`config.mk`:
```
export PLATFORM = sky130hd
export DESIGN_NAME = ct_rms_current_meter
export DESIGN_NICKNAME = d
export VERILOG_FILES = /design/src/design/crm_pkg.sv /design/src/design/crm_accum.sv /design/src/design/crm_divider.sv /design/src/design/crm_isqrt.sv /design/src/design/crm_scaler.sv /design/src/design/ct_rms_current_meter.sv
export VERILOG_INCLUDE_DIRS = /design/src /design/src/design
export SDC_FILE = /design/constraint.sdc
export NUM_CORES = 1
export LEC_CHECK = 0
export ABC_CLOCK_PERIOD_IN_PS = 5600
export BUFFER_PORTS_ARGS = -buffer_cell sky130_fd_sc_hd__buf_4
export CORE_ASPECT_RATIO = 1.4
export CORE_UTILIZATION = 47
export CTS_BUF_LIST = sky130_fd_sc_hd__clkbuf_8
export CTS_CLUSTER_DIAMETER = 80
export CTS_CLUSTER_SIZE = 16
export DETAILED_ROUTE_END_ITERATION = 8
export HOLD_SLACK_MARGIN = 0.12
export PLACE_DENSITY = 0.77
export SLEW_MARGIN = 20
export SYNTH_ARGS = -nofsm -noshare
export SYNTH_HDL_FRONTEND = slang
export SYNTH_SLANG_ARGS = --single-unit
```
`constraint.sdc`:
```
create_clock -name clk -period 5.6 [get_ports clk]
set_input_delay 0.28 -clock clk [delete_from_list [all_inputs] [get_ports clk]]
set_output_delay 0.28 -clock clk [all_outputs]
set_load 0.01 [all_outputs]
```
`src/design/ct_rms_current_meter_assert.svh`:
```
// Assertion macros shared by the RMS current meter.
// Each macro takes a label, the clock, the reset, the condition(s) and a message.
`ifndef CT_RMS_CURRENT_METER_ASSERT_SVH
`define CT_RMS_CURRENT_METER_ASSERT_SVH

// The consequent must hold in the same cycle as the antecedent.
`define CRM_ASSERT_IMP(label, clk_sig, rst_sig, ante, cons, msg) \
  label: assert property (@(posedge clk_sig) disable iff (rst_sig) (ante) |-> (cons)) \
    else $error(msg);

// The consequent must hold in the cycle after the antecedent.
`define CRM_ASSERT_NXT(label, clk_sig, rst_sig, ante, cons, msg) \
  label: assert property (@(posedge clk_sig) disable iff (rst_sig) (ante) |=> (cons)) \
    else $error(msg);

// The condition must hold at every clock edge outside reset.
`define CRM_ASSERT_ALWAYS(label, clk_sig, rst_sig, cond, msg) \
  label: assert property (@(posedge clk_sig) disable iff (rst_sig) (cond)) \
    else $error(msg);

`endif

```
`src/design/crm_pkg.sv`:
```
`timescale 1ns / 1ps
`default_nettype none

package crm_pkg;

  localparam int SAMPLE_BITS   = 12;
  localparam int COUNT_BITS    = 16;

  localparam int OFFSET_BITS   = 12;
  localparam int DEADBAND_BITS = 8;
  localparam int SCALE_BITS    = 24;
  localparam int WINDOW_BITS   = 16;
  localparam int VOLT_BITS     = 8;
  localparam int SUM_BITS      = 40;
  localparam int MA_BITS       = 16;
  localparam int POWER_BITS    = MA_BITS + VOLT_BITS;
  localparam int INDEX_BITS    = 16;
  localparam int FRAC_BITS     = 16;

  localparam int CFG_INDEX_BITS = 3;
  localparam int CFG_DATA_BITS  = 24;

  // Magnitude of a centered sample covers both the sample and the offset range.
  localparam int DIFF_BITS     = (SAMPLE_BITS > OFFSET_BITS) ? SAMPLE_BITS : OFFSET_BITS;
  localparam int SQUARE_BITS   = 2 * DIFF_BITS;
  localparam int SQ_CNT_BITS   = $clog2(DIFF_BITS);
  localparam int WIN_CMP_BITS  = (WINDOW_BITS > COUNT_BITS) ? WINDOW_BITS : COUNT_BITS;

  localparam int DIV_CNT_BITS  = $clog2(SUM_BITS);
  localparam int ROOT_BITS     = SUM_BITS / 2;
  localparam int REM_BITS      = ROOT_BITS + 2;
  localparam int SQRT_CNT_BITS = $clog2(ROOT_BITS);
  localparam int PROD_BITS     = ROOT_BITS + SCALE_BITS;
  localparam int SCL_CNT_BITS  = $clog2((ROOT_BITS > VOLT_BITS) ? ROOT_BITS : VOLT_BITS);

  localparam logic [SUM_BITS-1:0]   SUM_MAX   = '1;
  localparam logic [COUNT_BITS-1:0] COUNT_MAX = '1;

  localparam logic [OFFSET_BITS-1:0]   OFFSET_RESET   = 12'd2048;
  localparam logic [DEADBAND_BITS-1:0] DEADBAND_RESET = 8'd4;
  localparam logic [SCALE_BITS-1:0]    SCALE_RESET    = 24'd960000;
  localparam logic [WINDOW_BITS-1:0]   WINDOW_RESET   = 16'd1000;
  localparam logic [VOLT_BITS-1:0]     VOLT_RESET     = 8'd230;

  typedef enum logic [CFG_INDEX_BITS-1:0] {
    CFG_ZERO_CODE      = 3'd0,
    CFG_DEADBAND_LIMIT = 3'd1,
    CFG_CURRENT_SCALE  = 3'd2,
    CFG_WINDOW_LENGTH  = 3'd3,
    CFG_VOLTAGE_RMS    = 3'd4
  } cfg_index_t;

  typedef struct packed {
    logic busy;
    logic done;
  } unit_stat_t;

  typedef enum logic [1:0] {
    ACC_IDLE,
    ACC_SQUARE,
    ACC_ADD
  } acc_state_t;

  typedef enum logic [2:0] {
    SCL_IDLE,
    SCL_SCALE,
    SCL_ROUND,
    SCL_POWER,
    SCL_HOLD
  } scl_state_t;

endpackage

`default_nettype wire

```
`src/design/crm_accum.sv`:
```
`timescale 1ns / 1ps
`default_nettype none

module crm_accum (
  input  logic                              clk,
  input  logic                              rst,
  input  logic                              start,
  input  logic [crm_pkg::SAMPLE_BITS-1:0]   sample,
  input  logic [crm_pkg::OFFSET_BITS-1:0]   zero_code,
  input  logic [crm_pkg::DEADBAND_BITS-1:0] deadband_limit,
  input  logic [crm_pkg::WINDOW_BITS-1:0]   window_length,
  output crm_pkg::unit_stat_t               stat,
  output logic                              win_end,
  output logic [crm_pkg::SUM_BITS-1:0]      win_sum,
  output logic [crm_pkg::COUNT_BITS-1:0]    win_count
);
  import crm_pkg::*;

  acc_state_t               state, state_next;
  logic [DIFF_BITS-1:0]     mag;
  logic [SQUARE_BITS-1:0]   prod;
  logic [SQ_CNT_BITS-1:0]   step;
  logic [SUM_BITS-1:0]      square_sum;
  logic [COUNT_BITS-1:0]    samples_taken;
  logic                     done;

  logic [DIFF_BITS-1:0]     sample_ext, offset_ext, diff, mag_in;
  logic [DIFF_BITS:0]       partial;
  logic [SQUARE_BITS-1:0]   prod_step;
  logic [SUM_BITS:0]        sum_add;
  logic [SUM_BITS-1:0]      sum_sat;
  logic [COUNT_BITS-1:0]    count_inc;
  logic                     window_open;

  always_comb begin
    sample_ext = DIFF_BITS'(sample);
    offset_ext = DIFF_BITS'(zero_code);
    diff       = (sample_ext >= offset_ext) ? sample_ext - offset_ext : offset_ext - sample_ext;
    mag_in     = (diff < DIFF_BITS'(deadband_limit)) ? '0 : diff;

    // Shift-add squaring, one multiplier bit per cycle from the low end.
    partial   = {1'b0, prod[SQUARE_BITS-1:DIFF_BITS]} + (prod[0] ? {1'b0, mag} : '0);
    prod_step = {partial, prod[DIFF_BITS-1:1]};

    sum_add   = {1'b0, square_sum} + (SUM_BITS + 1)'(prod);
    sum_sat   = sum_add[SUM_BITS] ? SUM_MAX : sum_add[SUM_BITS-1:0];

    // The window stays open while the count is below the length and below the
    // counter limit; a length of zero closes it at once.
    count_inc   = samples_taken + 1'b1;
    window_open = (WIN_CMP_BITS'(count_inc) < WIN_CMP_BITS'(window_length)) &&
                  (count_inc != COUNT_MAX);
  end

  always_comb begin
    state_next = state;
    unique case (state)
      ACC_IDLE:   if (start) state_next = ACC_SQUARE;
      ACC_SQUARE: if (step == '0) state_next = ACC_ADD;
      ACC_ADD:    state_next = ACC_IDLE;
      default:    state_next = ACC_IDLE;
    endcase
  end

  always_ff @(posedge clk) begin
    if (rst) begin
      state <= ACC_IDLE;
    end else begin
      state <= state_next;
    end
  end

  always_ff @(posedge clk) begin
    if (rst) begin
      square_sum    <= '0;
      samples_taken <= '0;
      done          <= 1'b0;
      win_end       <= 1'b0;
    end else begin
      done <= (state == ACC_ADD);
      unique case (state)
        ACC_IDLE: begin
          if (start) begin
            mag  <= mag_in;
            prod <= {{DIFF_BITS{1'b0}}, mag_in};
            step <= SQ_CNT_BITS'(DIFF_BITS - 1);
          end
        end
        ACC_SQUARE: begin
          prod <= prod_step;
          step <= step - 1'b1;
        end
        ACC_ADD: begin
          win_count <= count_inc;
          if (window_open) begin
            square_sum    <= sum_sat;
            samples_taken <= count_inc;
            win_end       <= 1'b0;
          end else begin
            win_sum       <= sum_sat;
            square_sum    <= '0;
            samples_taken <= '0;
            win_end       <= 1'b1;
          end
        end
        default: ;
      endcase
    end
  end

  assign stat.busy = (state != ACC_IDLE);
  assign stat.done = done;

endmodule

`default_nettype wire

```
`src/design/crm_divider.sv`:
```
`timescale 1ns / 1ps
`default_nettype none

module crm_divider (
  input  logic                           clk,
  input  logic                           rst,
  input  logic                           start,
  input  logic [crm_pkg::SUM_BITS-1:0]   dividend,
  input  logic [crm_pkg::COUNT_BITS-1:0] divisor,
  output crm_pkg::unit_stat_t            stat,
  output logic [crm_pkg::SUM_BITS-1:0]   quotient
);
  import crm_pkg::*;

  logic                    busy;
  logic                    done;
  logic [DIV_CNT_BITS-1:0] step;
  logic [COUNT_BITS-1:0]   rem;
  logic [COUNT_BITS-1:0]   dvsr;
  logic [SUM_BITS-1:0]     quot;

  logic [COUNT_BITS:0]     shifted, diff;
  logic                    fits;

  // Restoring division: one quotient bit per cycle, most significant first.
  // The dividend shifts out of the top of quot while quotient bits enter below.
  always_comb begin
    shifted = {rem, quot[SUM_BITS-1]};
    diff    = shifted - {1'b0, dvsr};
    fits    = (shifted >= {1'b0, dvsr});
  end

  always_ff @(posedge clk) begin
    if (rst) begin
      busy <= 1'b0;
      done <= 1'b0;
    end else begin
      done <= 1'b0;
      if (busy) begin
        rem  <= fits ? diff[COUNT_BITS-1:0] : shifted[COUNT_BITS-1:0];
        quot <= {quot[SUM_BITS-2:0], fits};
        step <= step - 1'b1;
        if (step == '0) begin
          busy <= 1'b0;
          done <= 1'b1;
        end
      end else if (start) begin
        busy <= 1'b1;
        rem  <= '0;
        dvsr <= divisor;
        quot <= dividend;
        step <= DIV_CNT_BITS'(SUM_BITS - 1);
      end
    end
  end

  assign stat.busy = busy;
  assign stat.done = done;
  assign quotient  = quot;

endmodule

`default_nettype wire

```
`src/design/crm_isqrt.sv`:
```
`timescale 1ns / 1ps
`default_nettype none

module crm_isqrt (
  input  logic                          clk,
  input  logic                          rst,
  input  logic                          start,
  input  logic [crm_pkg::SUM_BITS-1:0]  radicand,
  output crm_pkg::unit_stat_t           stat,
  output logic [crm_pkg::ROOT_BITS-1:0] root
);
  import crm_pkg::*;

  logic                     busy;
  logic                     done;
  logic [SQRT_CNT_BITS-1:0] step;
  logic [SUM_BITS-1:0]      rad;
  logic [REM_BITS-1:0]      rem;
  logic [ROOT_BITS-1:0]     res;

  logic [REM_BITS-1:0]      shifted, trial;
  logic                     fits;

  // Digit-by-digit square root: two radicand bits come down per cycle and one
  // root bit is settled. The remainder never exceeds twice the partial root.
  always_comb begin
    shifted = {rem[ROOT_BITS-1:0], rad[SUM_BITS-1 -: 2]};
    trial   = {res, 2'b01};
    fits    = (shifted >= trial);
  end

  always_ff @(posedge clk) begin
    if (rst) begin
      busy <= 1'b0;
      done <= 1'b0;
    end else begin
      done <= 1'b0;
      if (busy) begin
        rem  <= fits ? shifted - trial : shifted;
        res  <= {res[ROOT_BITS-2:0], fits};
        rad  <= {rad[SUM_BITS-3:0], 2'b00};
        step <= step - 1'b1;
        if (step == '0) begin
          busy <= 1'b0;
          done <= 1'b1;
        end
      end else if (start) begin
        busy <= 1'b1;
        rad  <= radicand;
        rem  <= '0;
        res  <= '0;
        step <= SQRT_CNT_BITS'(ROOT_BITS - 1);
      end
    end
  end

  assign stat.busy = busy;
  assign stat.done = done;
  assign root      = res;

endmodule

`default_nettype wire

```
`src/design/crm_scaler.sv`:
```
`timescale 1ns / 1ps
`default_nettype none

module crm_scaler (
  input  logic                            clk,
  input  logic                            rst,
  input  logic                            start,
  input  logic                            take,
  input  logic [crm_pkg::ROOT_BITS-1:0]   root,
  input  logic [crm_pkg::SCALE_BITS-1:0]  current_scale,
  input  logic [crm_pkg::VOLT_BITS-1:0]   voltage_rms,
  output crm_pkg::unit_stat_t             stat,
  output logic [crm_pkg::MA_BITS-1:0]     ma,
  output logic [crm_pkg::POWER_BITS-1:0]  power
);
  import crm_pkg::*;

  scl_state_t              state, state_next;
  logic [SCL_CNT_BITS-1:0] step;
  logic [PROD_BITS-1:0]    prod;
  logic [POWER_BITS-1:0]   pwr;
  logic [MA_BITS-1:0]      ma_reg;

  logic [SCALE_BITS:0]     partial;
  logic [PROD_BITS-1:0]    prod_step;
  logic [PROD_BITS-1:0]    rounded;
  logic [MA_BITS-1:0]      ma_round;
  logic [MA_BITS:0]        ppartial;
  logic [POWER_BITS-1:0]   pwr_step;

  always_comb begin
    // root times scale, one root bit per cycle from the low end
    partial   = {1'b0, prod[PROD_BITS-1:ROOT_BITS]} +
                (prod[0] ? {1'b0, current_scale} : '0);
    prod_step = {partial, prod[ROOT_BITS-1:1]};

    // Round half up out of Q28.16, then saturate to the milliamp range.
    rounded  = prod + (PROD_BITS'(1) << (FRAC_BITS - 1));
    ma_round = (|rounded[PROD_BITS-1:FRAC_BITS+MA_BITS]) ? '1
             : rounded[FRAC_BITS+MA_BITS-1:FRAC_BITS];

    // current times voltage, one voltage bit per cycle
    ppartial = {1'b0, pwr[POWER_BITS-1:VOLT_BITS]} + (pwr[0] ? {1'b0, ma_reg} : '0);
    pwr_step = {ppartial, pwr[VOLT_BITS-1:1]};
  end

  always_comb begin
    state_next = state;
    unique case (state)
      SCL_IDLE:  if (start) state_next = SCL_SCALE;
      SCL_SCALE: if (step == '0) state_next = SCL_ROUND;
      SCL_ROUND: state_next = SCL_POWER;
      SCL_POWER: if (step == '0) state_next = SCL_HOLD;
      SCL_HOLD:  if (take) state_next = SCL_IDLE;
      default:   state_next = SCL_IDLE;
    endcase
  end

  always_ff @(posedge clk) begin
    if (rst) begin
      state <= SCL_IDLE;
    end else begin
      state <= state_next;
    end
  end

  always_ff @(posedge clk) begin
    unique case (state)
      SCL_IDLE: begin
        if (start) begin
          prod <= {{SCALE_BITS{1'b0}}, root};
          step <= SCL_CNT_BITS'(ROOT_BITS - 1);
        end
      end
      SCL_SCALE: begin
        prod <= prod_step;
        step <= step - 1'b1;
      end
      SCL_ROUND: begin
        ma_reg <= ma_round;
        pwr    <= {{MA_BITS{1'b0}}, voltage_rms};
        step   <= SCL_CNT_BITS'(VOLT_BITS - 1);
      end
      SCL_POWER: begin
        pwr  <= pwr_step;
        step <= step - 1'b1;
      end
      SCL_HOLD: ;
      default: ;
    endcase
  end

  assign stat.busy = (state != SCL_IDLE);
  assign stat.done = (state == SCL_HOLD);
  assign ma        = ma_reg;
  assign power     = pwr;

endmodule

`default_nettype wire

```
`src/design/ct_rms_current_meter.sv`:
```
// RMS current meter for a current-transformer input.
// Samples enter on in_valid/in_ready with sample_code. Each request is centered,
// passed through the deadband and squared bit-serially into a 40-bit sum; a
// sample that does not close the window is done once the squaring shift-add
// over the sample magnitude has finished, and the next sample waits for that.
// The sample that closes a window starts the back end: a restoring divider,
// a digit-serial square root and a bit-serial scale and power multiply. With
// the output register free, a result request appears on out_valid when the
// scaler finishes, and in_ready returns with it; input stays blocked until
// the result has left the back end.
// Results carry rms_current_ma, apparent_power_mva and measurement_index and
// sit in an output register: while the receiver stalls, the meter keeps
// accepting samples until a later result waits in the scaler, and input then
// stays blocked until the output register frees.
// Configuration writes use cfg_valid/cfg_ready with cfg_index and cfg_data;
// cfg_ready is high outside reset. Write only while the meter is idle.
// Reset restores default register values, clears the sum, the sample count
// and the measurement counter, and empties the output register.
`timescale 1ns / 1ps
`default_nettype none
`include "ct_rms_current_meter_assert.svh"

module ct_rms_current_meter (
  input  logic                               clk,
  input  logic                               rst,
  input  logic                               in_valid,
  output logic                               in_ready,
  input  logic [crm_pkg::SAMPLE_BITS-1:0]    sample_code,
  output logic                               out_valid,
  input  logic                               out_ready,
  output logic [crm_pkg::MA_BITS-1:0]        rms_current_ma,
  output logic [crm_pkg::POWER_BITS-1:0]     apparent_power_mva,
  output logic [crm_pkg::INDEX_BITS-1:0]     measurement_index,
  input  logic                               cfg_valid,
  output logic                               cfg_ready,
  input  logic [crm_pkg::CFG_INDEX_BITS-1:0] cfg_index,
  input  logic [crm_pkg::CFG_DATA_BITS-1:0]  cfg_data
);
  import crm_pkg::*;

  logic [OFFSET_BITS-1:0]   zero_code;
  logic [DEADBAND_BITS-1:0] deadband_limit;
  logic [SCALE_BITS-1:0]    current_scale;
  logic [WINDOW_BITS-1:0]   window_length;
  logic [VOLT_BITS-1:0]     voltage_rms;
  logic [INDEX_BITS-1:0]    windows_done;

  unit_stat_t            acc_stat, div_stat, sqrt_stat, scl_stat;
  logic                  acc_win_end;
  logic [SUM_BITS-1:0]   acc_sum;
  logic [COUNT_BITS-1:0] acc_count;
  logic [SUM_BITS-1:0]   mean;
  logic [ROOT_BITS-1:0]  root;
  logic [MA_BITS-1:0]    scl_ma;
  logic [POWER_BITS-1:0] scl_power;

  logic in_take;
  logic backend_idle;
  logic result_move;

  assign cfg_ready = !rst;

  always_ff @(posedge clk) begin
    if (rst) begin
      zero_code      <= OFFSET_RESET;
      deadband_limit <= DEADBAND_RESET;
      current_scale  <= SCALE_RESET;
      window_length  <= WINDOW_RESET;
      voltage_rms    <= VOLT_RESET;
    end else if (cfg_valid && cfg_ready) begin
      unique case (cfg_index_t'(cfg_index))
        CFG_ZERO_CODE:      zero_code      <= cfg_data[OFFSET_BITS-1:0];
        CFG_DEADBAND_LIMIT: deadband_limit <= cfg_data[DEADBAND_BITS-1:0];
        CFG_CURRENT_SCALE:  current_scale  <= cfg_data[SCALE_BITS-1:0];
        CFG_WINDOW_LENGTH:  window_length  <= cfg_data[WINDOW_BITS-1:0];
        CFG_VOLTAGE_RMS:    voltage_rms    <= cfg_data[VOLT_BITS-1:0];
        default: ;
      endcase
    end
  end

  // One sample at a time; a closing sample may only start once the back end
  // has handed its last result to the output register.
  assign backend_idle = !div_stat.busy && !div_stat.done &&
                        !sqrt_stat.busy && !sqrt_stat.done && !scl_stat.busy;
  assign in_ready     = !rst && !acc_stat.busy && !acc_stat.done && backend_idle;
  assign in_take      = in_valid && in_ready;
  assign result_move  = scl_stat.done && (!out_valid || out_ready);

  crm_accum u_accum (
    .clk            (clk),
    .rst            (rst),
    .start          (in_take),
    .sample         (sample_code),
    .zero_code      (zero_code),
    .deadband_limit (deadband_limit),
    .window_length  (window_length),
    .stat           (acc_stat),
    .win_end        (acc_win_end),
    .win_sum        (acc_sum),
    .win_count      (acc_count)
  );

  crm_divider u_divider (
    .clk      (clk),
    .rst      (rst),
    .start    (acc_stat.done && acc_win_end),
    .dividend (acc_sum),
    .divisor  (acc_count),
    .stat     (div_stat),
    .quotient (mean)
  );

  crm_isqrt u_isqrt (
    .clk      (clk),
    .rst      (rst),
    .start    (div_stat.done),
    .radicand (mean),
    .stat     (sqrt_stat),
    .root     (root)
  );

  crm_scaler u_scaler (
    .clk           (clk),
    .rst           (rst),
    .start         (sqrt_stat.done),
    .take          (result_move),
    .root          (root),
    .current_scale (current_scale),
    .voltage_rms   (voltage_rms),
    .stat          (scl_stat),
    .ma            (scl_ma),
    .power         (scl_power)
  );

  always_ff @(posedge clk) begin
    if (rst) begin
      out_valid    <= 1'b0;
      windows_done <= '0;
    end else begin
      if (result_move) begin
        out_valid          <= 1'b1;
        rms_current_ma     <= scl_ma;
        apparent_power_mva <= scl_power;
        measurement_index  <= windows_done;
        windows_done       <= windows_done + 1'b1;
      end else if (out_ready) begin
        out_valid <= 1'b0;
      end
    end
  end

  `CRM_ASSERT_IMP(a_accept_backend_idle, clk, rst, in_valid && in_ready, !div_stat.busy && !sqrt_stat.busy && !scl_stat.busy, "sample accepted while back end busy")
  `CRM_ASSERT_ALWAYS(a_single_done, clk, rst, $onehot0({acc_stat.done, div_stat.done, sqrt_stat.done}), "two units finished together")
  `CRM_ASSERT_NXT(a_result_held, clk, rst, scl_stat.done && out_valid && !out_ready, scl_stat.done, "result dropped while output stalled")

endmodule

`default_nettype wire

```
== After elaboration in Yosys (flattened, before gate mapping) ==
Cells that the tools add are included.
Storage, ports and cells
  memory bits (read-only): 0
  output and inout bits: 59
  memories kept: 0
  register bits: 556
  input bits: 44
  latch bits: 0
  logic and storage cells: 190
  RAM bits: 0
Operators by class
  magnitude comparators: 5
  add/sub/neg operators: 15
  multiplexer cells: 52
  div/mod/pow operators: 0
  bitwise operators: 4
  shifts and indexed selects: 0
  $mul: 0
  eq/ne operators: 17
  reductions and logical operators: 59
Operators with widths (count)
  $mux 40: 6
  $mux 20: 5
  $pmux 24 s2: 2
  $pmux 44 s2: 1
  $mux 16: 5
  $mux 24: 2
  $add 44x16->44 const B: 1
  $mux 44: 1
  $add 40x24->41: 1
  $mux 12: 3
  $add 16x1->16 const B: 2
  $add 24x25->25: 1
  $reduce_and 2->1: 12
  $sub 12x12->12: 2
  $ge 22x22->1: 1
  $sub 20x20->20: 1
  $add 16x17->17: 1
  $ge 17x16->1: 1
  $lt 16x16->1: 1
  $ne 16x16->1 const B: 1
  $sub 16x16->16: 1
  $mux 5: 3
  $pmux 3 s5: 1
  $pmux 5 s3: 1
  35 further kinds: 96

== Longest topological paths before layout ==
  depth in word-level cells: 9
  mapped depth: 22
  gate-level depth less buffers: 19

== Cells and area by module ==
From an unflattened synthesis, not the netlist that was laid out.
Second synthesis, totals
  cell total of the unflattened synthesis: 2878
  area total of the unflattened synthesis: 30128.9 µm²
Modules (own cells, without submodules)
  crm_accum: sequential area each 4083.9 µm², cells an instance 1056, instances 1, area an instance 10013.4 µm²
  crm_scaler: sequential area each 2732.6 µm², cells an instance 660, instances 1, area an instance 6279.8 µm²
  ct_rms_current_meter: sequential area each 3383.2 µm², cells an instance 446, instances 1, area an instance 4919.7 µm²
  crm_isqrt: sequential area each 2592.5 µm², cells an instance 384, instances 1, area an instance 4687.0 µm²
  crm_divider: sequential area each 2382.3 µm², cells an instance 332, instances 1, area an instance 4229.1 µm²

== Worst setup path after synthesis ==
Ideal clock, no wire load.
  path type: flip-flop to flip-flop
  start point: register u_accum.samples_taken[1]
  end point: register u_accum.win_sum[0] in the netlist's numbering, enable pin
  setup slack: -277 ps
  arrival: 5391 ps
  period minus slack after synthesis: 5877 ps
  required time: 5113 ps
  setup time: 487 ps
  buffers on the path: 1
  stages on the path, launching flop included: 14
  path through: dfxtp_1 -> ha_1 -> nand2_1 -> nor4_1 -> nand2_1 -> xnor2_1 -> ha_1 -> and4_1 -> o21ai_0 -> a311oi_1 -> nor3_1 -> and2_1 -> clkbuf_1 -> nor3_1
Between the ends
  longest elaborated chain between the ends: 5
  elaborated cells on any way between the ends: 6
  those cells by class: add/sub (1); order compare (1); eq/ne (1); bitwise (1); reduce/logical (2)
Ends and longest elaborated chain
  from (decl): RTL line crm_accum.sv:24  | logic [COUNT_BITS-1:0] samples_taken;
  from (signal assigned): RTL line crm_accum.sv:97  | samples_taken <= count_inc;
  $add 16x1->16 (*): RTL line crm_accum.sv:50  | count_inc = samples_taken + 1'b1;
  via u_accum.count_inc[10]: RTL line crm_accum.sv:32  | logic [COUNT_BITS-1:0] count_inc;
  $lt 16x16->1 / $ne 16x16->1 (equally long branches): RTL line crm_accum.sv:51, crm_accum.sv:52
  $logic_and 1x1->1 (*): RTL line crm_accum.sv:51  | window_open = (WIN_CMP_BITS'(count_inc) < WIN_CMP_BITS'(window_length)) &&
  $not 1->1 (no line) (*)
  $reduce_and 3->1 (no line) (*)
  to (signal assigned): RTL line crm_accum.sv:100  | win_sum <= sum_sat;
  to (decl): RTL line crm_accum.sv:14  | output logic [crm_pkg::SUM_BITS-1:0] win_sum,
Mark *: on every way through the listed nets, which the timed path passes. The rest lies on a longest branch.
A chain may end at the register's enable or synchronous reset.

== Worst setup path in the final report ==
  start point: register zero_code[3]
  end point: register u_accum.prod[1], data pin
Between the ends
  longest elaborated chain between the ends: 6
  elaborated cells on any way between the ends: 8
  those cells by class: add/sub (2); order compare (2); mux (4)
Ends and longest elaborated chain
  from (decl): RTL line ct_rms_current_meter.sv:41  | logic [OFFSET_BITS-1:0] zero_code;
  from (signal assigned): RTL line ct_rms_current_meter.sv:72  | CFG_ZERO_CODE: zero_code <= cfg_data[OFFSET_BITS-1:0];
  $sub 12x12->12 / $ge 12x12->1 (equally long branches): RTL line crm_accum.sv:38  | diff = (sample_ext >= offset_ext) ? sample_ext - offset_ext : offset_ext - sample_ext;
  $mux 12 (*): RTL line crm_accum.sv:38
  $lt 12x8->1: RTL line crm_accum.sv:39  | mag_in = (diff < DIFF_BITS'(deadband_limit)) ? '0 : diff;
  $mux 12 (*): RTL line crm_accum.sv:39
  $mux 24 (*): RTL line crm_accum.sv:83  | if (start) begin
  $pmux 24 s2 (*): RTL line crm_accum.sv:81  | unique case (state)
  to (signal assigned): RTL line crm_accum.sv:85  | prod <= {{DIFF_BITS{1'b0}}, mag_in};
  to (signal assigned): RTL line crm_accum.sv:90  | prod <= prod_step;
  to (decl): RTL line crm_accum.sv:21  | logic [SQUARE_BITS-1:0] prod;
Mark *: on every way between the ends. The rest lies on a longest branch, timed or not. The select of a mux whose other input is x is not followed.

==> impl_metrics.ini <==
[outcome]
status = finished, final reports clean

[power_and_ir_drop]
vdd_drop_max_mv = 0.121
p_leak_nw = 12.0
p_per_area_mw_per_mm2 = 217

[cts]
tritoncts = built
cts_made_buffers = 40
cts.sinks = 556
clockBufferDepth = 3
cts_root_buf = clkbuf_8
ctsResizeCount = 0
clk_pin_slew_ps = 120
clock_latency_ps = 640
cts-htree-levels = 2

[synth]
synth_area_mm2 = 0.0289
yosysSeqAreaShare = 0.525
ys_ff_latch = 556
async_reset_ff_frac = 0
synthCells = 2705
synth_nets = 2924
ys_warn_count = 0
yosys_most_used_dff = edfxtp_1
synth.avg_cell_area_um2 = 10.7
synth_edf_count = 404
yosysUniqueCellTypes = 74

[detailed_routing]
drt_first_pass_iters = 5
drt-total-wl_um = 63600
vias_per_cell = 5.57
wl_per_cell_um = 17.5
remaining_drc_errors = 0
drtAntennaViolNets = 0
vias = 20318
drtIter0Drc = 1299

[setup_path]
critical_path_class = flop to flop
arrival_ps = 5150
rrSetupSlack_ps = 810
end_kind = flop
critPathBufInv = 1
slowest_delay_ps = 550
timing.rr.start = zero_code[3]
path_cells = ha_1 -> nand4_1 -> a311oi_1 -> o211ai_1 -> a21oi_2 -> mux2i_1 -> xor2_1 -> inv_1 -> ha_1 -> a21oi_1 -> a21boi_0 -> o211ai_1 -> a21oi_1 -> nor4_1 -> and2_1 -> a21oi_1
cp_max_fo = 15
startpoint = zero_code[3]
worstPathRequired_ps = 5950
cp_common_cell = a21oi_1
crit_family = compound AO/OA/AOI/OAI gates
critPathLaunchType = flop
crit_slowest_cell = a21oi_2

[grt]
grt_pass1_wl_um = 102000
antenna_found_initial = 3
grt_max_degree = 89
grt_use_total = 0.202
grt_pass1_vias = 20434
grt_overflow_total = 0

[sta]
rsz0062_at_grt = no
hold_viol_final = 0
finalMaxSlewViolations = 0
min_period_over_period = 0.856
finalSetupTns_ps = 0
setup_ws_ps = 806
fin_skew_ps = 57.5
finalCriticalPeriod_ps = 4790
slew_headroom = 0.279
holdWs_ps = 174
fmaxAchievable_mhz = 209
tightest_slew_ps = 1080
setup_viol = 0

[die]
coreArea_mm2 = 0.0608
rows = 107
fp.dieH_um = 295
start_util = 0.476
die-area_mm2 = 0.0625
io_pins = 103
die_w_um = 212

[final_layout]
syn_to_final_growth_pct = 8.98
largest_reg_flops = 44
multi_input_area_mm2 = 0.0128
post_route_cells_drive_above_1_share = 0.102
n_fill_cell = 5306
seqCellArea_mm2 = 0.0152
top_register = u_scaler.prod
nets = 3014

[placement]
gp_congestion = 0.887
dp_hpwl_um = 46900
portBuffers = 102
place_ws_ps = 781

[hold_path]
hold_path.class = input port to flop
hold_path.startpoint = in_valid

[job]
maxCapViolCount = 0
synth_stat cells (78+ instances only):
cell | number | area [µm²]
a21oi_1 | 168 | 841
and2_1 | 86 | 538
clkbuf_1 | 83 | 312
dfxtp_1 | 152 | 3040
edfxtp_1 | 404 | 12100
ha_1 | 168 | 2100
inv_1 | 150 | 563
mux2_2 | 87 | 980
nand2_1 | 255 | 957
nand3_1 | 78 | 390
nor2_1 | 231 | 867
o21ai_0 | 123 | 616
xnor2_1 | 84 | 736
placed cells by master (no fill, tap or decap), drive strengths merged, types with 18 or more instances in the layout:
cell	Yosys	final
a211oi	18	18
a21o	39	39
a21oi	169	169
a22o	29	29
and2	87	87
and3	28	28
buf	18	123
clkbuf	83	43
dfxtp	152	152
dlygate4sd3	0	26
edfxtp	404	404
ha	168	168
inv	150	180
mux2	87	87
mux2i	54	54
nand2	255	255
nand2b	26	26
nand3	79	79
nand4	26	26
nor2	232	232
nor2b	41	41
nor3	63	63
o21a	33	33
o21ai	123	123
xnor2	84	84
xor2	64	64
worst register-to-register path, delay by kind of cell (launching register included):
family / cells / cell delay [ps]
compound gates: 8 / 1850
xor+xnor: 1 / 280
fa+ha+maj: 2 / 750
buf+inv: 1 / 80
flops: 1 / 340
mux: 1 / 300
simple gates: 3 / 910
through the flow:
step	utilization	instance area (µm²)	instances	power [W]
floorplan	-	28900	2705	0.00475
detailed placement	0.502	30500	3544	0.00488
global route	0.518	31500	3644	0.00706
CTS	0.518	31500	3643	0.00687
global placement	0.502	30500	3544	0.00487
finish	0.518	31500	3645	0.00682
worst paths after layout:
| check | depth (start not counted) | to |
|---|---|---|
| max | 16 | u_accum.prod[1] |
| max reg2reg | 16 | u_accum.prod[1] |
| min reg2reg | 0 | u_divider.dvsr[12] |
| min | 3 | u_accum.mag[4] |
kinds of logic (layout without fill, tap and decap cells):
kind of cell               Yosys count  in the layout  share of synthesized area
xor gates and xnor gates           148            148                     0.0451
buffers and inverters              251            372                     0.0333
DFF                                556            556                      0.525
other                                0              2                          0
and+or+nand+nor                    902            902                      0.150
AOI/OAI and AO/OA                  532            532                      0.116
adders and majority gates          175            175                     0.0775
muxes                              141            141                     0.0526
metal layers:
layer / routed length [µm] / global-route usage / part of all wire / up-vias
met2: 33900 / 0.391 / 0.53 / 477
met3: 2400 / 0.0219 / 0.038 / 138
met4: 2340 / 0.0840 / 0.037 / 2
li1: - / - / - / 9884
met1: 24900 / 0.221 / 0.39 / 9817
met5: 16 / 0 / 0.00025 / -
area by class of cell:
| cell class | instances | area share |
|---|---|---|
| clock inverter | 30 | 0.00381 |
| sequential | 556 | 0.482 |
| inverter | 150 | 0.0179 |
| multi-input combinational | 1898 | 0.408 |
| antenna | 2 | 0.000159 |
| clock buffer | 43 | 0.0188 |
| tap | 817 | 0.0324 |
| timing repair buffer | 149 | 0.0376 |
repair_timing:
item	in CTS	in global routing
hold endpoints to repair	74	0
buffers inserted	0	0
hold buffers	26	0
report_power, final:
| group | internal, W | leakage (nW) | switching [W] |
|---|---|---|---|
| Combinational | 0.000155 | 6.67 | 0.000237 |
| Sequential | 0.00440 | 4.83 | 0.0000184 |
| Clock | 0.000720 | 0.470 | 0.00129 |
Power figures use the tool's default switching activity.
